### src/hdl/top_peaks_per_mass_window_defines.svh
// ---------------------------------------------------------------------------
// Top peaks per mass window: assertion macros
// Shared concurrent assertion forms, clocked on clk, disabled during reset.
// ---------------------------------------------------------------------------
`ifndef TOP_PEAKS_PER_MASS_WINDOW_DEFINES_SVH
`define TOP_PEAKS_PER_MASS_WINDOW_DEFINES_SVH

// same-cycle implication
`define TPW_ASSERT_NOW(lbl, ante, cons, msg) \
	lbl: assert property (@(posedge clk) disable iff (!arst_n) (ante) |-> (cons)) \
		else $error(msg);

// next-cycle implication
`define TPW_ASSERT_NXT(lbl, ante, cons, msg) \
	lbl: assert property (@(posedge clk) disable iff (!arst_n) (ante) |=> (cons)) \
		else $error(msg);

`endif

### src/hdl/tpw_pkg.sv
`timescale 1ns / 1ps
// ---------------------------------------------------------------------------
// Top peaks per mass window: package
// Sizes, window constants, cell types, controller states and the divide by
// one hundred used to find window numbers.
// ---------------------------------------------------------------------------
package tpw_pkg;

	localparam int TOP_K = 10;

	localparam logic [17:0] RECIP_100 = 18'd167773;
	localparam int RECIP_SH = 24;

	typedef struct packed {
		logic        valid;
		logic [31:0] mz;
		logic [31:0] inten;
	} cell_t;

	typedef struct packed {
		logic        insert;
		logic        shift;
		logic [31:0] mz;
		logic [31:0] inten;
	} cell_cmd_t;

	typedef enum logic [2:0] {
		S_IDLE,
		S_DIV,
		S_WIN,
		S_DRAIN,
		S_INS
	} state_t;

	// floor(x / 100), exact for every 16-bit x
	function automatic logic [9:0] div100(input logic [15:0] x);
		logic [33:0] p;
		p = {18'd0, x} * {16'd0, RECIP_100};
		return p[RECIP_SH+9:RECIP_SH];
	endfunction

endpackage

### src/hdl/tpw_cell.sv
`timescale 1ns / 1ps
// ---------------------------------------------------------------------------
// Top peaks per mass window: sorting cell
// Holds one kept peak. On insert, takes the new peak or its upper neighbor's
// peak; on shift, takes its lower neighbor's peak toward the output.
// ---------------------------------------------------------------------------
module tpw_cell (
	input  logic              clk,
	input  logic              arst_n,
	input  tpw_pkg::cell_cmd_t cmd,
	input  logic              take_prev,
	input  tpw_pkg::cell_t    prev,
	input  tpw_pkg::cell_t    next,
	output logic              take,
	output tpw_pkg::cell_t    cur
);

	logic        valid_q;
	logic [31:0] mz_q;
	logic [31:0] inten_q;

	assign take = cmd.insert && (!valid_q || (inten_q < cmd.inten));

	assign cur.valid = valid_q;
	assign cur.mz    = mz_q;
	assign cur.inten = inten_q;

	always_ff @(posedge clk or negedge arst_n) begin
		if (!arst_n) begin
			valid_q <= 1'b0;
		end else if (cmd.shift) begin
			valid_q <= next.valid;
		end else if (take) begin
			valid_q <= take_prev ? prev.valid : 1'b1;
		end
	end

	always_ff @(posedge clk) begin
		if (cmd.shift) begin
			mz_q    <= next.mz;
			inten_q <= next.inten;
		end else if (take) begin
			mz_q    <= take_prev ? prev.mz : cmd.mz;
			inten_q <= take_prev ? prev.inten : cmd.inten;
		end
	end

endmodule

### src/hdl/top_peaks_per_mass_window.sv
`timescale 1ns / 1ps
// ---------------------------------------------------------------------------
// Top peaks per mass window
// Groups ascending m/z peaks into 100 Da windows, keeps the strongest TOP_K
// per window in a chain of sorting cells and drains them best first.
// Each accepted peak passes S_DIV and S_WIN, then S_DRAIN when it lies past
// the open window, then S_INS; a final peak then drains the open window too.
// in_stall holds off new peaks outside S_IDLE. A drain shifts one cell a
// cycle into the output register while the output is free (not stalled).
// Reset: arst_n clears control, cell valid bits and the open spectrum.
// ---------------------------------------------------------------------------
module top_peaks_per_mass_window (
	input  logic        clk,
	input  logic        arst_n,
	input  logic        in_valid,
	output logic        in_stall,
	input  logic [31:0] peak_mz,
	input  logic [31:0] peak_intensity,
	input  logic        last_peak,
	output logic        out_valid,
	input  logic        out_stall,
	output logic [9:0]  window_index,
	output logic [3:0]  rank,
	output logic [31:0] out_mz,
	output logic [31:0] out_intensity,
	output logic        run_end,
	output logic        spectrum_done
);

	`include "top_peaks_per_mass_window_defines.svh"

	tpw_pkg::state_t    state_q, state_d;
	tpw_pkg::cell_cmd_t cmd;
	tpw_pkg::cell_t     cells [tpw_pkg::TOP_K];
	logic               takes [tpw_pkg::TOP_K];
	logic [tpw_pkg::TOP_K-1:0] v;
	logic [tpw_pkg::TOP_K:0]   v_inc;

	logic [31:0] in_mz_q, in_int_q;
	logic        in_last_q;
	logic [15:0] div_in_q;
	logic        beyond_q;
	logic [9:0]  div_q;
	logic [31:0] base_q;
	logic [9:0]  open_q;
	logic [32:0] upper_q;
	logic        started_q;
	logic        fin_q;
	logic [3:0]  rank_q;

	logic        out_valid_q;
	logic [9:0]  out_win_q;
	logic [3:0]  out_rank_q;
	logic [31:0] out_mz_q, out_int_q;
	logic        out_end_q, out_done_q;

	logic        accept, out_free, pop;
	logic [31:0] diff;
	logic [15:0] base_hi;
	logic [16:0] up_hi;

	genvar gi;
	generate
		for (gi = 0; gi < tpw_pkg::TOP_K; gi++) begin : g_cell
			tpw_pkg::cell_t prev_c, next_c;
			logic           take_prev;
			if (gi == 0) begin : g_first
				assign prev_c    = '0;
				assign take_prev = 1'b0;
			end else begin : g_mid
				assign prev_c    = cells[gi-1];
				assign take_prev = takes[gi-1];
			end
			if (gi == tpw_pkg::TOP_K - 1) begin : g_last
				assign next_c = '0;
			end else begin : g_inner
				assign next_c = cells[gi+1];
			end
			tpw_cell u_cell (
				.clk       (clk),
				.arst_n    (arst_n),
				.cmd       (cmd),
				.take_prev (take_prev),
				.prev      (prev_c),
				.next      (next_c),
				.take      (takes[gi]),
				.cur       (cells[gi])
			);
			assign v[gi] = cells[gi].valid;
		end
	endgenerate

	assign v_inc = {1'b0, v} + 1'b1;

	assign in_stall = (state_q != tpw_pkg::S_IDLE);
	assign accept   = in_valid && !in_stall;
	assign out_free = !out_valid_q || !out_stall;
	assign diff     = peak_mz - base_q - 32'd1;
	assign base_hi  = 16'({6'd0, div_q} * 16'd100);
	assign up_hi    = 17'(({7'd0, open_q} + 17'd1) * 17'd100);

	always_comb begin
		state_d   = state_q;
		cmd       = '0;
		cmd.mz    = in_mz_q;
		cmd.inten = in_int_q;
		pop       = 1'b0;
		case (state_q)
			tpw_pkg::S_IDLE: begin
				if (accept) state_d = tpw_pkg::S_DIV;
			end
			tpw_pkg::S_DIV: begin
				state_d = tpw_pkg::S_WIN;
			end
			tpw_pkg::S_WIN: begin
				state_d = beyond_q ? tpw_pkg::S_DRAIN : tpw_pkg::S_INS;
			end
			tpw_pkg::S_DRAIN: begin
				if (v[0]) begin
					pop       = out_free;
					cmd.shift = out_free;
				end else begin
					state_d = fin_q ? tpw_pkg::S_IDLE : tpw_pkg::S_INS;
				end
			end
			tpw_pkg::S_INS: begin
				cmd.insert = 1'b1;
				state_d    = in_last_q ? tpw_pkg::S_DRAIN : tpw_pkg::S_IDLE;
			end
			default: begin
				state_d = tpw_pkg::S_IDLE;
			end
		endcase
	end

	always_ff @(posedge clk or negedge arst_n) begin
		if (!arst_n) begin
			state_q <= tpw_pkg::S_IDLE;
		end else begin
			state_q <= state_d;
		end
	end

	always_ff @(posedge clk or negedge arst_n) begin
		if (!arst_n) begin
			started_q <= 1'b0;
			base_q    <= '0;
			open_q    <= '0;
			upper_q   <= '0;
			fin_q     <= 1'b0;
			rank_q    <= '0;
		end else begin
			case (state_q)
				tpw_pkg::S_WIN: begin
					rank_q <= '0;
					fin_q  <= 1'b0;
					if (!beyond_q && !started_q) begin
						base_q    <= {base_hi, 16'd0};
						open_q    <= '0;
						started_q <= 1'b1;
					end
				end
				tpw_pkg::S_DRAIN: begin
					if (pop) begin
						rank_q <= rank_q + 4'd1;
					end else if (!v[0]) begin
						if (fin_q) begin
							started_q <= 1'b0;
							base_q    <= '0;
							open_q    <= '0;
							fin_q     <= 1'b0;
						end else begin
							open_q <= div_q;
						end
					end
				end
				tpw_pkg::S_INS: begin
					upper_q <= {1'b0, base_q} + {up_hi, 16'd0};
					rank_q  <= '0;
					fin_q   <= in_last_q;
				end
				default: begin
				end
			endcase
		end
	end

	always_ff @(posedge clk) begin
		if (accept) begin
			in_mz_q   <= peak_mz;
			in_int_q  <= peak_intensity;
			in_last_q <= last_peak;
			beyond_q  <= started_q && ({1'b0, peak_mz} > upper_q);
			div_in_q  <= started_q ? diff[31:16] : peak_mz[31:16];
		end
		if (state_q == tpw_pkg::S_DIV) begin
			div_q <= tpw_pkg::div100(div_in_q);
		end
	end

	always_ff @(posedge clk or negedge arst_n) begin
		if (!arst_n) begin
			out_valid_q <= 1'b0;
		end else if (pop) begin
			out_valid_q <= 1'b1;
		end else if (!out_stall) begin
			out_valid_q <= 1'b0;
		end
	end

	always_ff @(posedge clk) begin
		if (pop) begin
			out_win_q  <= open_q;
			out_rank_q <= rank_q;
			out_mz_q   <= cells[0].mz;
			out_int_q  <= cells[0].inten;
			out_end_q  <= !(|(v >> 1)) && (fin_q || !in_last_q);
			out_done_q <= in_last_q;
		end
	end

	assign out_valid     = out_valid_q;
	assign window_index  = out_win_q;
	assign rank          = out_rank_q;
	assign out_mz        = out_mz_q;
	assign out_intensity = out_int_q;
	assign run_end       = out_end_q;
	assign spectrum_done = out_done_q;

	`TPW_ASSERT_NOW(a_kept_contig, 1'b1, $onehot(v_inc), "kept peaks not packed from the head")
	`TPW_ASSERT_NOW(a_open_nonempty, (state_q == tpw_pkg::S_IDLE) && started_q, v[0],
		"open window holds no peak")
	`TPW_ASSERT_NXT(a_out_hold, out_valid_q && out_stall,
		out_valid_q && $stable(out_mz_q) && $stable(out_int_q) && $stable(out_rank_q)
		&& $stable(out_win_q), "stalled result changed")
	`TPW_ASSERT_NXT(a_final_clears, (state_q == tpw_pkg::S_DRAIN) && fin_q && !v[0],
		!started_q && (state_q == tpw_pkg::S_IDLE), "spectrum not closed after final drain")
	`TPW_ASSERT_NOW(a_pop_only_drain, pop, (state_q == tpw_pkg::S_DRAIN) && v[0],
		"result loaded outside a drain")

endmodule

### config.mk
export PLATFORM = sky130hd
export DESIGN_NAME = top_peaks_per_mass_window
export DESIGN_NICKNAME = d
export VERILOG_FILES = /design/src/hdl/tpw_pkg.sv /design/src/hdl/tpw_cell.sv /design/src/hdl/top_peaks_per_mass_window.sv
export VERILOG_INCLUDE_DIRS = /design/src /design/src/hdl
export SDC_FILE = /design/constraint.sdc
export NUM_CORES = 2
export LEC_CHECK = 0
export ABC_AREA = 1
export CAP_MARGIN = 20
export CORE_UTILIZATION = 30
export DETAILED_ROUTE_END_ITERATION = 10
export DONT_BUFFER_PORTS = 1
export PLACE_DENSITY = 0.54
export SYNTH_ARGS = -nofsm -noshare
export SYNTH_HDL_FRONTEND = slang
export SYNTH_HIERARCHICAL = 1
export SYNTH_SLANG_ARGS = --single-unit
export TNS_END_PERCENT = 50
### constraint.sdc
create_clock -name clk -period 4.8 [get_ports clk]
set_input_delay 0.72 -clock clk [delete_from_list [all_inputs] [get_ports clk]]
set_output_delay 0.72 -clock clk [all_outputs]
set_load 0.1 [all_outputs]
==> flow_summary_export.csv <==
group,metric,value,unit
synth,syn_avg_cell_area,8.48,um2
drt,routed_wl,185000,um
setup_path,critical_path_class,"flip-flop to flip-flop",
job,cap_violations,0,
floorplan,initial_core_util,0.303,
timing,drv_slew,0,
clocking,clk_pin_slew,0.06,ns
drt,viasPerCell,4.95,
timing,fmax,0.199,GHz
placement,dp_slack,-0.345,ns
timing,whs,0.0718,ns
clocking,tritoncts,"built",
status,violations,"setup timing",
timing,setup_viol,10,
min_path,min_path_type,"primary input to flip-flop",
clocking,htreeDepth,3,
timing,post-route-period-util,1.05,
global_routing,grt_pass1_wl,284000,um
placement,gp_congestion,0.884,
synth,syn_inst,6896,
setup_path,critPathMostFrequentCell,"fa_1",
synth,yosysWarnings,6,
floorplan,die_x,443,um
timing,rsz0062_at_grt,"yes",
drt,drt_iter0_drc,3794,
finish,drive_above_1_share,0.0858,
placement,hpwl,126000,um
setup_path,r2r-end,"div_q[9]",
drt,antenna_left,0,
drt,drc,0,
clocking,cts.path.max_buffers,3,
placement,place_inst,9451,
finish,nFillCells,19900,
setup_path,crit_path_start,"div_in_q[5]",
clocking,ctsRootBufferMaster,"clkbuf_16",
setup_path,crit_chain,"fa_1 > fa_2 > inv_2 > fa_1 > fa_2 > fa_1 > inv_1 > fa_1 > inv_2 > ha_4 > nand4_1 > buf_4 > nor2_1 > nor2_1 > nand2_2 > nand2_2 > nand3b_1 > nand2_1",
clocking,cts_inserted_buffers,101,
setup_path,critPathCaptureType,"flip-flop",
finish,area_growth,14.1,%
global_routing,antenna_found_initial,6,
timing,skew,0.0383,ns
min_path,hold_depth,0,
setup_path,critPathMaxStageDelay,0.57,ns
finish,nNetsFinal,7787,
placement,port_buffers,0,
setup_path,cp-start-kind,"flip-flop",
setup_path,critical_path_required,5.27,ns
timing,setup_ws,-0.226,ns
global_routing,gr-total-overflow,0,
floorplan,rows,161,
min_path,holdPathEnd,"in_int_q[1]",
setup_path,critical_path.max_fanout,4,
timing,hold_viol,0,
drt,wl_per_cell,19.1,um
floorplan,top_level_ports,151,
status,status,"finished, violations left",
finish,final_cells,9667,
drt,num_vias,47800,
synth,synthesis.area,0.0584,mm2
global_routing,first_global_vias,48000,
timing,min_period,5.03,ns
drt,first_pass_iters,6,
setup_path,critPathArrivalTime,5.50,ns
floorplan,die_area,0.197,mm2
clocking,cts_num_sinks,871,
global_routing,grt_max_degree,149,
setup_path,rr_worst_depth,18,
floorplan,core_area,0.193,mm2
setup_path,r2r-start,"div_in_q[5]",
floorplan,die_h,443,um
timing,relSlewSlack,0.303,
min_path,hp-start,"peak_intensity[1]",
clocking,insertion_delay,0.74,ns
timing,tightest_slew,1.05,ns
setup_path,r2r_setup_slack,-0.23,ns
global_routing,track_usage,0.184,
setup_path,slowest_stage,"fa_2",
[worst max path at each step]
stage / end / slack [ns] / cells past startpoint
after floorplan: div_q[9] / -0.04 / 24
after global placement: div_q[9] / -0.36 / 18
after detailed placement: div_q[7] / -0.35 / 19
after CTS: div_q[9] / -0.19 / 24
after global routing: div_q[7] / -0.40 / 18
final: div_q[9] / -0.23 / 18
[layer usage]
layer	vias to the layer above	wire (um)	GRT usage	share of wire
met5	-	13	0	0.000070
met4	2	5280	0.0534	0.029
met3	283	12200	0.0336	0.066
met2	1472	87900	0.315	0.48
met1	22800	79500	0.236	0.43
li1	23200	-	-	-
[what timing repair did]
item	4_1_cts	5_1_grt
hold buffers	2	0
pin swaps	43	34
endpoints found under the hold margin	59	0
resized for setup	52	70
setup buffers	15	6
endpoints found under the setup margin	10	15
[layout make-up]
class | count | area (um2) | share of cell area
well taps | 2526 | 3160 | 0.0474
clock inverters | 62 | 741 | 0.0111
clock buffers | 126 | 2670 | 0.0401
flip-flops and latches | 871 | 25900 | 0.388
diodes | 5 | 12.5 | 0.000188
multi-input cells | 5007 | 29100 | 0.436
inverters | 848 | 3200 | 0.0479
repair buffers | 222 | 1950 | 0.0292
[metrics by stage]
stage / util / cell area, um2 / TNS, ns
final: 0.346 / 66700 / -1.55
after global routing: 0.346 / 66700 / -3.91
after CTS: 0.344 / 66300 / -1.56
after detailed placement: 0.324 / 62500 / -2.89
after global placement: 0.324 / 62500 / -2.89
after floorplan: - / 59000 / -0.0688
[worst max-delay path, delay by kind of cell (launching register included)]
family | cells | cell delay, ns
AND/OR/NAND/NOR | 7 | 0.62
adder cells (fa/ha/maj) | 7 | 3.37
buffers and inverters | 4 | 0.33
flip-flops | 1 | 0.46
[cells in the final DEF, fill, tap and decap left out, types with 30 or more instances in the layout]
cell / instances
nand2_1: 1394
a21oi_2: 31
conb_1: 132
o21ai_1: 32
edfxtp_1: 812
nor2_1: 851
a21oi_1: 1461
clkbuf_16: 103
nand3_1: 132
o21ai_0: 77
buf_4: 196
ha_1: 530
fa_1: 99
nand4_1: 30
dfrtp_1: 58
inv_1: 779
inv_2: 58
[state kept, by name, summed over array words and instances (netlist names)]
register,flops
base_q,14
beyond_q,1
div_in_q,16
div_q,10
fin_q,1
g_cell.u_cell/inten_q,320
g_cell.u_cell/mz_q,320
g_cell.u_cell/valid_q,10
in_int_q,32
in_last_q,1
in_mz_q,32
open_q,10
out_intensity,32
out_mz,32
out_valid,1
rank,4
rank_q,4
run_end,1
spectrum_done,1
started_q,1
state_q,3
upper_q,15
window_index,10
Power is left out: the tool's default activity adds up to more than one toggle a clock period on the data nets, which glitch-free logic cannot reach.
